--- src/hdl/thread_hashed_branch_target_buffer_assert.svh ---
// Assertion macros for the thread-hashed branch target buffer.
// Clocked on clk, reset by arst_n, both taken from the including module.
`ifndef THREAD_HASHED_BRANCH_TARGET_BUFFER_ASSERT_SVH
`define THREAD_HASHED_BRANCH_TARGET_BUFFER_ASSERT_SVH
`ifndef SYNTHESIS
// checked outside reset
`define THBTB_ASSERT(lbl, prop, msg) \
	lbl: assert property (@(posedge clk) disable iff (!arst_n) prop) else $error(msg);
// checked at every edge, reset included
`define THBTB_ASSERT_ALWAYS(lbl, prop, msg) \
	lbl: assert property (@(posedge clk) prop) else $error(msg);
`else
`define THBTB_ASSERT(lbl, prop, msg)
`define THBTB_ASSERT_ALWAYS(lbl, prop, msg)
`endif
`endif

--- src/hdl/thbtb_ram.sv ---
// Generic simple dual-port RAM: one write port, one read port, registered read.
// No dependencies.
module thbtb_ram #(
	parameter int WIDTH = 8,
	parameter int DEPTH = 16
) (
	input  logic                     clk,
	input  logic                     we,
	input  logic [$clog2(DEPTH)-1:0] waddr,
	input  logic [WIDTH-1:0]         wdata,
	input  logic                     re,
	input  logic [$clog2(DEPTH)-1:0] raddr,
	output logic [WIDTH-1:0]         rdata
);

	logic [WIDTH-1:0] mem [DEPTH];

	always_ff @(posedge clk) begin
		if (we) begin
			mem[waddr] <= wdata;
		end
		if (re) begin
			rdata <= mem[raddr];
		end
	end

endmodule

--- config.mk ---
export PLATFORM = sky130hd
export DESIGN_NAME = thbtb_ram
export DESIGN_NICKNAME = d
export VERILOG_FILES = /design/src/hdl/thread_hashed_branch_target_buffer_assert.svh /design/src/hdl/thbtb_ram.sv
export SDC_FILE = /design/constraint.sdc
export NUM_CORES = 1
export LEC_CHECK = 0
export BUFFER_PORTS_ARGS = -buffer_cell sky130_fd_sc_hd__buf_2
export CORE_MARGIN = 2
export CORE_UTILIZATION = 30
export DETAILED_ROUTE_END_ITERATION = 8
export SETUP_SLACK_MARGIN = 0.3
export SYNTH_ARGS = -nofsm -noshare
export SYNTH_HDL_FRONTEND = slang
export SYNTH_SLANG_ARGS = --single-unit
--- constraint.sdc ---
create_clock -name clk -period 5.4 [get_ports clk]
set_clock_uncertainty 0.05 [all_clocks]
set_input_delay 1.08 -clock clk [delete_from_list [all_inputs] [get_ports clk]]
set_output_delay 1.08 -clock clk [all_outputs]
set_load 0.05 [all_outputs]
==> qor.csv <==
metric;value;unit
relative slew slack;28.1;%
RSZ-0062 raised after global routing;false;
multi-input logic area;1060;um^2
Synth area leaders;edfxtp_1 78%, mux4_2 7.8%, mux4_1 7.0%;
final count of pins violating max slew;0;
Die ar.;18500;um^2
fmax;0.349;GHz
global-route wire length before repair;15000;um
syn_nets;248;
largest net degree at the start of global routing;33;
fraction of layout cells with a size suffix above 1;24.7;%
antenna-violating nets left;0;
register area;4080;um^2
Non-Filler Instances;504;
postcts setup bufs;0;
Initial Util;30.4;%
reg2reg setup slack;3840;ps
worst reg2reg path depth;3;
synthesized area;5230;um^2
cell taking the most area after synthesis;edfxtp_1;
cts hold-fix bufs;0;
FILL cells;1624;
hpwl dp;6270;um
FF-to-FF Start;mem[11][3];
CTS Buf Count;17;
vias in the first global route;2491;
Seq/Total Area, Yosys;78.1;%
Via density;4.73;
Slew @ Worst Pin;1080;ps
synth warn;0;
CTS HTree Levels;4;
CP max FO;32;
setup tns final;0;ps
total power draw;2260;uW
PwrDens;372;nW/um^2
cells after synthesis;229;
CTS tree;built;
DR WL/cell;19.6;um
Final Hold Viols;0;
reg2reg end;rdata[3];
max capacitance violation total;0;
initial antenna violation count;0;
nets;287;
Worst Setup Path Type;in -> reg;
placer congestion estimate;0.702;
Die Wd;136;um
Rows;48;
CTS sink count;136;
gr ovfl total;0;
WP data arrival;2940;ps
placed cell count;474;
CP max stage cell;buf_2;
crit path from;raddr[0];
post-CTS sizing;0;
Top Ports;27;
Root Buffer Master;clkbuf_16;
status;finished clean;
clock latency on the worst-skew pair;410;ps
Setup crit end;rdata[3];
DR vias;2382;
Hold WS;702;ps
share of the clock period used by the worst path;53.0;%
post-synth top area share;78.1;%
Worst-path clk slew;50;ps
Inserted Diodes;0;
Routed WL;9870;um
I/O Buffers;26;
worst path cell trace;buf_2 > mux4_1 > a22oi_1 > nand2_1;
Area growth, synth to finish;15.9;%
FF+latch count, synth;136;
syn_area_per_cell;22.8;um^2
crit path time final;2860;ps
Worst path max stage delay;800;ps
drt drc;0;
Max Root-Sink Buffers;2;
Worst EP required;5480;ps
DIE HEIGHT;136;um
All-Layer GR Usage;11.6;%
fin util;35.3;%
Placeable Area;17200;um^2
Leak Pwr;0.00197;uW
Worst setup EP type;flop;
worst min path class;reg -> reg;
Initial DRT Pass Iterations;4;
number of distinct library cells after synthesis;18;
Iteration-0 DRC Markers;148;
critical path launch point type;primary input;
peak supply drop;0.000235;V
final setup vio count;0;
## state kept, by name, summed over array words and instances (netlist names)
signal / count
rdata: 8
mem: 128
## final cells by class
| type | instances | area share, % |
|---|---|---|
| Clock buffer | 22 | 7.33 |
| Multi-Input combinational cell | 83 | 17.4 |
| Sequential cell | 136 | 67.4 |
| Tap cell | 225 | 4.64 |
| Clock inverter | 8 | 0.557 |
| Timing Repair Buffer | 30 | 2.64 |
## metrics by stage
step           setup slack, ps  instance area [um^2]
2_1_floorplan             2780                  5230
3_3_place_gp              2070                  5580
3_5_place_dp              2050                  5580
4_1_cts                   2480                  6060
5_1_grt                   2380                  6060
6_report                  2540                  6060
## placed cells by master, fill, tap and decap left out, drive strengths merged
cell type,Yosys,routed
nand2,9,9
edfxtp,136,136
clkinv,0,8
or3b,1,1
nor2b,1,1
nand3,1,1
and2b,1,1
nand3b,2,2
mux4,32,32
clkbuf,0,22
buf,7,30
nor2,13,13
and2,1,1
a22oi,16,16
nor3,4,4
nand2b,2,2
## worst min path at each step
stage | startpoint | endpoint | slack (ps) | cells past startpoint
after global placement | mem[15][0] | rdata[0] | 680 | 3
final | mem[14][0] | rdata[0] | 700 | 3
after CTS | mem[14][0] | rdata[0] | 700 | 3
after detailed placement | mem[14][0] | rdata[0] | 690 | 3
after floorplan | mem[7][0] | rdata[0] | 650 | 3
after global routing | mem[14][0] | rdata[0] | 710 | 3
## synthesized netlist by cell type, drive strengths merged
library cell and count:
a22oi 16, and2 1, and2b 1, buf 7, clkdlybuf4s25 3, edfxtp 136
mux4 32, nand2 9, nand2b 2, nand3 1, nand3b 2, nor2 13
nor2b 1, nor3 4, or3b 1
## worst max-delay path: cells and delay by family
| kind | cells | cell delay (ps) |
|---|---|---|
| compound gates | 1 | 250 |
| buf+inv | 1 | 800 |
| mux | 1 | 650 |
| simple gates | 1 | 140 |
## cells by family (layout without fill, tap and decap cells)
logic type	count (synthesis)	after routing	share of synthesized area, %
multiplexers	32	32	14.8
buffers and inverters	10	60	1.65
flip-flops	136	136	78.1
AND/OR/NAND/NOR	35	35	3.14
AO/OA/AOI/OAI	16	16	2.30
## routing by layer
layer | GRT usage (%) | routed length, um | vias up
met4 | 3.47 | 100 | 0
met5 | 0 | 0 | -
met1 | 16.0 | 4600 | 1238
li1 | - | - | 1061
met3 | 3.95 | 570 | 13
met2 | 17.4 | 4600 | 70
## power by group
group / internal [uW] / total, uW / switching, uW
sequential: 1190 / 1200 / 5.64
clock: 568 / 940 / 372
combinational: 41.6 / 120 / 78.2
total: 1800 / 2260 / 455
(Power assumes the default switching activity.)
