## src/hdl/thread_hashed_branch_target_buffer_assert.svh

```systemverilog
// Assertion macros for the thread-hashed branch target buffer.
// Clocked on clk, reset by arst_n, both taken from the including module.
`ifndef THREAD_HASHED_BRANCH_TARGET_BUFFER_ASSERT_SVH
`define THREAD_HASHED_BRANCH_TARGET_BUFFER_ASSERT_SVH
`ifndef SYNTHESIS
// checked outside reset
`define THBTB_ASSERT(lbl, prop, msg) \
	lbl: assert property (@(posedge clk) disable iff (!arst_n) prop) else $error(msg);
// checked at every edge, reset included
`define THBTB_ASSERT_ALWAYS(lbl, prop, msg) \
	lbl: assert property (@(posedge clk) prop) else $error(msg);
`else
`define THBTB_ASSERT(lbl, prop, msg)
`define THBTB_ASSERT_ALWAYS(lbl, prop, msg)
`endif
`endif

```

## src/hdl/thbtb_pkg.sv

```systemverilog
// Shared constants and types of the thread-hashed branch target buffer.
// No dependencies.
package thbtb_pkg;

	localparam int ENTRIES_DEF  = 1024;
	localparam int TAG_BITS_DEF = 16;
	localparam int INST_SHIFT   = 2;
	localparam int THREADS      = 4;
	localparam int ADDR_BITS    = 48;

	localparam int ADDR_W     = 48;
	localparam int SIZE_W     = 8;
	localparam int TID_W      = 2;
	localparam int EPOCH_BITS = 3;

	// floor(log2(THREADS))
	localparam int THREAD_LOG = $clog2(THREADS + 1) - 1;

	localparam int ADDR_KEEP = (ADDR_BITS < ADDR_W) ? ADDR_BITS : ADDR_W;
	localparam logic [ADDR_W-1:0] ADDR_MASK = {ADDR_W{1'b1}} >> (ADDR_W - ADDR_KEEP);

	typedef enum logic [1:0] {
		OP_LOOKUP   = 2'd0,
		OP_FULL_UPD = 2'd1,
		OP_TGT_UPD  = 2'd2,
		OP_FLUSH    = 2'd3
	} op_t;

	// sweep status seen by the pipeline
	typedef struct packed {
		logic                  busy;
		logic [EPOCH_BITS-1:0] epoch;
	} sweep_t;

endpackage

```

## src/hdl/thbtb_sweep.sv

```systemverilog
// Flush epoch counter and clearing sweep of the tag memory.
// Depends on thbtb_pkg and the assertion header.
`include "thread_hashed_branch_target_buffer_assert.svh"
module thbtb_sweep #(
	parameter int ENTRIES = thbtb_pkg::ENTRIES_DEF
) (
	input  logic                       clk,
	input  logic                       arst_n,
	input  logic                       flush_go,
	output thbtb_pkg::sweep_t          st,
	output logic [$clog2(ENTRIES)-1:0] addr
);

	localparam int IDX_W = $clog2(ENTRIES);

	logic                            busy_q;
	logic [thbtb_pkg::EPOCH_BITS-1:0] epoch_q;
	logic [IDX_W-1:0]                addr_q;

	// flush bumps the epoch; on wrap every entry is cleared before reuse
	always_ff @(posedge clk or negedge arst_n) begin
		if (!arst_n) begin
			busy_q  <= 1'b1;
			epoch_q <= '0;
			addr_q  <= '0;
		end else if (busy_q) begin
			addr_q <= addr_q + 1'b1;
			if (addr_q == '1) begin
				busy_q <= 1'b0;
			end
		end else if (flush_go) begin
			if (epoch_q == '1) begin
				busy_q  <= 1'b1;
				epoch_q <= '0;
				addr_q  <= '0;
			end else begin
				epoch_q <= epoch_q + 1'b1;
			end
		end
	end

	assign st.busy  = busy_q;
	assign st.epoch = epoch_q;
	assign addr     = addr_q;

	`THBTB_ASSERT(a_sweep_step, busy_q && addr_q != '1 |=> busy_q && addr_q == $past(addr_q) + 1'b1, "sweep skipped an entry")
	`THBTB_ASSERT(a_sweep_done, busy_q && addr_q == '1 |=> !busy_q, "sweep overran")
	`THBTB_ASSERT(a_sweep_wrap, !busy_q && flush_go && epoch_q == '1 |=> busy_q && addr_q == '0 && epoch_q == '0, "epoch wrap did not start sweep")

endmodule

```

## config.mk

```make
export PLATFORM = sky130hd
export DESIGN_NAME = thbtb_sweep
export DESIGN_NICKNAME = d
export VERILOG_FILES = /design/src/hdl/thbtb_pkg.sv /design/src/hdl/thbtb_sweep.sv
export VERILOG_INCLUDE_DIRS = /design/src /design/src/hdl
export SDC_FILE = /design/constraint.sdc
export NUM_CORES = 1
export LEC_CHECK = 0
export BUFFER_PORTS_ARGS = -buffer_cell sky130_fd_sc_hd__clkbuf_2
export CORE_MARGIN = 3
export CORE_UTILIZATION = 45
export CTS_CLUSTER_SIZE = 16
export DETAILED_ROUTE_END_ITERATION = 16
export PLACE_DENSITY = 0.72
export SYNTH_ARGS = -nofsm -noshare
export SYNTH_HDL_FRONTEND = slang
export SYNTH_SLANG_ARGS = --single-unit
```

## constraint.sdc

```tcl
create_clock -name clk -period 1.23 [get_ports clk]
set_input_delay 0.246 -clock clk [delete_from_list [all_inputs] [get_ports clk]]
set_output_delay 0.246 -clock clk [all_outputs]
set_load 0.02 [all_outputs]
```

==> summary.txt, run 1 <==
Power
  – Leak Pwr: 0.503 nW
  – Peak VDD IR: 0.00170 V
  – PnR Total Power: 0.00249 W
  – Power Density: 2410 nW/um2

Timing
  – Fmax: 0.790 GHz
  – Tightest Pin Transition: 0.337 ns
  – Final hold viol count: 0
  – Max_slew headroom: 0.775
  – Max-slew violations: 0
  – Final WS setup: -0.0353 ns
  – Final Skew: 0.00246 ns
  – WHS: 0.345 ns
  – Minimum clock period: 1.27 ns
  – RSZ-0062 raised after global routing: true
  – Setup violations, final: 10
  – Final Cycle Share: 1.03

Synthesis
  – Syn nets: 74
  – Synth Register Bits: 14
  – Most frequent cell after synthesis: nand2_1
  – Area leader, netlist: dfrtp_1
  – Synth cell count leaders: 14 x nand2_1, 13 x dfrtp_1, 6 x mux2i_1
  – Mux contribution to synthesized area: 0.132
  – Largest family of logic cells by synthesized area: simple AND/OR/NAND/NOR gates
  – Async SR Flop Fraction: 1.00
  – Synth Area in Adders: 0.0529
  – Post-synthesis simple-gate area fraction: 0.217
  – XOR/XNOR Fraction of Synth Area: 0
  – Synthesized cell area: 709 um2
  – Main flop type after synthesis: dfrtp_1
  – YS warnings: 0
  – Post-synth EDFFs: 0
  – Synth top area cells: dfrtp_1 46%, mux2i_1 8.5%, nand2_1 7.4%, ha_1 5.3%, mux2_2 4.8%
  – Netlist cell types: 23
  – Mapped Cells: 68
  – Compound-Gate Fraction of Synth Area: 0.0847
  – Syn_area_per_cell: 10.4 um2
  – Seq/Total Area, Yosys: 0.496
  – Top cell type's share of synthesized area: 0.459

Floorplan
  – Full die area: 2090 um2
  – I/O pin count: 17
  – Die Y: 45.7 um
  – Die width: 45.7 um
  – Row cnt: 13
  – Starting density of the core: 0.513
  – Total core area: 1380 um2

Clocking
  – CTS Sinks: 14
  – Clk slew on worst S/H paths: 0.08 ns
  – Clk root buf: clkbuf_4
  – TritonCTS clock tree: built
  – H-Tree Depth: 1
  – CTS Buf Count: 3
  – Clk_lat worst skew: 0.28 ns
  – Clk buf depth: 2

Placed design
  – Port bufs: 16
  – Routability congestion estimate: 0.758
  – Dpl hpwl: 1160 um

Critical path
  – CP startpoint kind: register
  – Critical path required time: 0.98 ns
  – Worst path slowest cell: dfstp_2
  – Worst path max stage delay: 0.61 ns
  – Setup CP Type: reg2out
  – Reg2reg path depth: 6
  – Worst Path Max Fanout: 6
  – Setup crit end kind: output port
  – Crit path cell chain: buf_8
  – CP bufs+invs: 1
  – Levels on crit path: 1
  – Crit-path leading delay family: flip-flops
  – Crit path DAT: 1.02 ns

Outcome
  – Status: finished, violations left
  – Violated checks: negative setup slack

Finish
  – Area grow syn2layout: 45.9%
  – Final Util: 0.748
  – Share of layout cells above drive strength 1: 0.449
  – N_diodes: 0
  – Nets: 105

Hold path
  – Hold Path Stages: 4
  – HP Class: in2reg

Detailed routing
  – Vias: 648
  – WL per Instance: 14.8 um
  – Routed Antenna Nets: 0
  – DRT Wirelength: 1670 um
  – # DRC: 0
  – Via density per instance: 5.73
  – Iter 0 DRT Violations: 23
  – Pre-antenna DRT Iters: 4

Global route
  – GR Util All Layers: 0.202
  – First-pass GRT wire length: 2860 um
  – Antenna violations before repair: 0
  – Number of global-route vias before repair: 613
  – Largest net degree at the start of global routing: 15
  – Overflow after GRT: 0

Flow run
  – Max-Cap Viols: 0
-- placed cells by master, fill, tap and decap left out, types with 4 or more instances in the layout --
cell,instances
buf_6,8
nand3_1,4
buf_4,5
dfrtp_2,4
clkbuf_2,10
buf_8,4
nand2_1,14
mux2i_1,6
dfrtp_1,9
-- sequential cells by signal, indices dropped and copies added (netlist names) --
signal	cells
epoch_q	3
addr	10
busy_q	1
-- where the power goes --
group / switching, W / total (W) / internal, W
logic: 0.000662 / 0.00142 / 0.000758
clock network: 0.000144 / 0.000270 / 0.000126
registers: 0.000170 / 0.000799 / 0.000630
total: 0.000976 / 0.00249 / 0.00151
-- layer usage --
metal | vias to the layer above | global-route usage | wire [um] | share of wire
met3 | 4 | 0.0830 | 119 | 0.071
met1 | 310 | 0.250 | 692 | 0.41
li1 | 307 | - | - | -
met2 | 27 | 0.301 | 829 | 0.50
met4 | 0 | 0.102 | 27 | 0.016
met5 | - | 0 | 0 | 0
-- metrics by stage --
stage	TNS, ns	worst slack, ns	std cells	area [um2]
3_3_place_gp	0	0.00714	105	885
6_report	-0.222	-0.0353	113	1030
4_1_cts	-0.359	-0.0706	112	986
2_1_floorplan	-0.194	-0.0496	68	738
3_5_place_dp	-0.0851	-0.0199	105	885
5_1_grt	-1.13	-0.137	113	1030
-- kinds of logic (layout without fill, tap and decap cells) --
family                     after synthesis  count (layout)
DFF                                     14              14
muxes                                    9               9
buffers and inverters                    2              32
and+or+nand+nor                         30              30
AOI/OAI and AO/OA                       10              10
adders and majority gates                3               3
-- final timing paths --
path / startpoint / to / slack, ns
worst max register to register: epoch_q[0] / addr[5] / -0.03
min in group asynchronous: arst_n / addr[6] / 0.39
worst max-delay path: busy_q / st[3] / -0.04
worst min register to register: addr[9] / addr[9] / 0.52
max in group asynchronous: arst_n / busy_q / 0.55
worst min-delay path: flush_go / busy_q / 0.34
-- layout make-up --
cell class	instances	area (um2)
flip-flops and latches	14	357
fillers	103	348
multi-input cells	52	385
repair buffers	28	248
well taps	15	18.8
clock buffers	4	26.3
-- timing repair --
item                                    in CTS  in global routing
setup buffers                                2                  1
gates resized for setup                     12                 16
hold buffers                                 1                  0
endpoints found under the setup margin      15                 18
endpoints found under the hold margin       13                  0
(Power assumes the default switching activity.)
==> run 2: changes to the inputs <==
--- a/config.mk
+++ b/config.mk
@@ -6,9 +6,10 @@
 export SDC_FILE = /design/constraint.sdc
 export NUM_CORES = 1
 export LEC_CHECK = 0
+export ABC_AREA = 1
 export BUFFER_PORTS_ARGS = -buffer_cell sky130_fd_sc_hd__clkbuf_2
 export CORE_MARGIN = 3
-export CORE_UTILIZATION = 45
+export CORE_UTILIZATION = 46
 export CTS_CLUSTER_SIZE = 16
 export DETAILED_ROUTE_END_ITERATION = 16
 export PLACE_DENSITY = 0.72
==> run 2 against run 1 <==
The flow still finishes with violations (negative setup slack). Flip-flop and latch count unchanged. Critical path depth grew 6. Wire length is 2.3% higher. Non-clock buffer count is 4 higher. Fmax is essentially flat. Via count up 6.6%. Sequential share of layout area fell by 2.3 points. Synthesized cell count grew 28%. Core utilization grew 4.4 points. First-iteration DRC count decreased by 52%. Clock power rose by 25%. Largest cell class unchanged.
==> summary.txt, run 2 <==
Finish
  – Share of layout cells above drive strength 1: 0.430 (-0.0192)
  – Most frequent cells in the layout: 25 x nand2_1, 10 x clkbuf_2, 9 x inv_1, 9 x dfrtp_1, 8 x buf_4
  – Largest register FFs: 10 (unchanged)
  – N_diodes: 0 (unchanged)
  – Area grow syn2layout: 49.9%
  – Nets: 128 (+22%)
  – Most common cell after layout, fill and taps aside: nand2_1

Placed design
  – Routability congestion estimate: 0.774 (+2.1%)
  – Port bufs: 16 (unchanged)
  – Dpl hpwl: 1050 um (-9.1%)
  – Place WS: -0.0224 ns (-0.00255 ns)

Synthesis
  – Most frequent cell after synthesis: nand2_1
  – Top cell type's share of synthesized area: 0.440 (-0.0186)
  – Synthesized cell area: 739 um2 (+4.2%)
  – Syn nets: 93 (+26%)
  – Synth Register Bits: 14 (unchanged)
  – Synth top area cells: dfrtp_1 44%, nand2_1 13%, ha_1 5.1%, inv_1 5.1%, o21ai_0 4.7%
  – Main flop type after synthesis: dfrtp_1
  – YS warnings: 0 (unchanged)
  – Seq/Total Area, Yosys: 0.475 (-0.0201)
  – Syn_area_per_cell: 8.50 um2 (-19%)
  – Area leader, netlist: dfrtp_1
  – Async SR Flop Fraction: 1.00 (unchanged)
  – Synth cell count leaders: 25 x nand2_1, 13 x dfrtp_1, 10 x inv_1
  – Post-synth EDFFs: 0 (unchanged)
  – Netlist cell types: 21 (-8.7%)
  – Mapped Cells: 87 (+28%)

Floorplan
  – Full die area: 2120 um2 (+1.7%)
  – Starting density of the core: 0.529 (+0.0155)
  – Total core area: 1400 um2 (+1.2%)
  – Die Y: 46.1 um (+0.85%)
  – I/O pin count: 17 (unchanged)
  – Die width: 46.1 um (+0.85%)
  – Row cnt: 13 (unchanged)

Clocking
  – CTS Buf Count: 3 (unchanged)
  – Clk_lat worst skew: 0.28 ns (about the same)
  – CTS Sinks: 14 (unchanged)
  – TritonCTS clock tree: built
  – Clk buf depth: 2 (unchanged)
  – Clk root buf: clkbuf_4
  – Clk slew on worst S/H paths: 0.09 ns (about the same)
  – H-Tree Depth: 1 (unchanged)

Detailed routing
  – WL per Instance: 12.6 um (-15%)
  – Via density per instance: 5.08 (-11%)
  – Iter 0 DRT Violations: 11 (-52%)
  – DRT Wirelength: 1710 um (+2.3%)
  – # DRC: 0 (unchanged)
  – Routed Antenna Nets: 0 (unchanged)
  – Pre-antenna DRT Iters: 4 (unchanged)
  – Vias: 691 (+6.6%)

Critical path
  – Worst Path Max Fanout: 7 (+1)
  – Most Frequent Cell on Critical Path: ha_4
  – Crit path cell chain: ha_4 -> ha_4 -> nand3_4 -> inv_4 -> nor2_4 -> nand2_1 -> o21ai_1
  – Critical path required time: 1.44 ns (+0.46 ns)
  – CP startpoint kind: register
  – CP bufs+invs: 1 (unchanged)
  – Crit-path leading delay family: flip-flops
  – Setup CP Type: reg2reg
  – Worst path slowest cell: dfrtp_2
  – Setup crit end kind: register
  – Crit path DAT: 1.48 ns (+0.46 ns)
  – Worst reg2reg setup slack: -0.04 ns (about the same)
  – Worst path max stage delay: 0.44 ns (-0.17 ns)

Timing
  – Final Cycle Share: 1.03 (about the same)
  – Fmax: 0.790 GHz (about the same)
  – Max-slew violations: 0 (unchanged)
  – Minimum clock period: 1.27 ns (+0.00113 ns)
  – Max_slew headroom: 0.757 (-0.0186)
  – Final hold viol count: 0 (unchanged)
  – Final setup TNS: -0.116 ns (+0.106 ns)
  – Final WS setup: -0.0364 ns (-0.00113 ns)
  – Final Skew: 0.00237 ns (-0.0000835 ns)
  – RSZ-0062 raised after global routing: true
  – Setup violations, final: 7 (-3)
  – Tightest Pin Transition: 0.365 ns (+0.0279 ns)

Outcome
  – Violated checks: negative setup slack
  – Status: finished, violations left

Global route
  – GR Util All Layers: 0.184 (-0.0185)
  – Overflow after GRT: 0 (unchanged)
  – Number of global-route vias before repair: 632 (+3.1%)
  – Largest net degree at the start of global routing: 15 (unchanged)
  – Antenna violations before repair: 0 (unchanged)
  – First-pass GRT wire length: 2720 um (-5.1%)

Power
  – Leak Pwr: 0.550 nW (+9.3%)
  – Power Density: 2330 nW/um2 (-3.0%)
  – Peak VDD IR: 0.00176 V (+3.3%)

Flow run
  – Max-Cap Viols: 0 (unchanged)

Hold path
  – HP Class: in2reg
run 2: layer usage:
metal / global-route usage / part of all wire / vias to the layer above
li1: - / - / 348
met1: 0.204 / 0.40 / 317
met2: 0.332 / 0.52 / 21
met3: 0.0313 / 0.064 / 5
met4: 0.0852 / 0.017 / 0
met5: 0 / 0 / -
run 2: area by class of cell:
class                   instances  area (um2)
fillers                        93         290
inverters                      10        40.0
repair buffers                 32         288
flip-flops and latches         14         357
clock buffers                   4        36.3
multi-input cells              61         369
well taps                      15        18.8
run 2: cell families after synthesis:
family                   synth area share
flip-flops                          0.475
XOR/XNOR                           0.0118
AO/OA/AOI/OAI                      0.0812
AND/OR/NAND/NOR                     0.288
buffers and inverters              0.0795
adder cells (fa/ha/maj)            0.0508
multiplexers                       0.0135
run 2: what timing repair did:
action / in CTS / in global routing
buffers inserted: 3 / 2
pin swaps: 6 / 5
endpoints found under the hold margin: 13 / 0
hold buffers: 1 / 0
endpoints found under the setup margin: 13 / 17
resized for setup: 18 / 11
run 2: where the power goes:
group | internal (W) | switching, W
clock | 0.000180 | 0.000158
sequential | 0.000646 | 0.000194
combinational | 0.000732 | 0.000678
run 2: stage by stage:
stage / std cells / hold WS [ns] / power, W / instance area (um2) / util
floorplan: 87 / -0.0496 / 0.00147 / 782 / -
global placement: 126 / 0.165 / 0.00187 / 935 / 0.668
detailed placement: 126 / 0.167 / 0.00189 / 935 / 0.668
CTS: 134 / 0.327 / 0.00246 / 1070 / 0.767
global route: 136 / 0.377 / 0.00279 / 1110 / 0.792
finish: 136 / 0.327 / 0.00259 / 1110 / 0.792
run 2: path summary, 6_finish.rpt:
check,endpoint,startpoint,cells after the start
max,addr[0],epoch_q[0],7
min,epoch_q[1],flush_go,5
max reg2reg,addr[0],epoch_q[0],7
min in group asynchronous,epoch_q[0],arst_n,2
min reg2reg,addr[5],addr[5],1
max in group asynchronous,busy_q,arst_n,2
run 2: worst min-delay path, stage by stage:
cell and delay [ns]:
clkbuf_2 0.11, inv_1 0.05, nor2_1 0.07, nand2_1 0.06, nand2_1 0.04
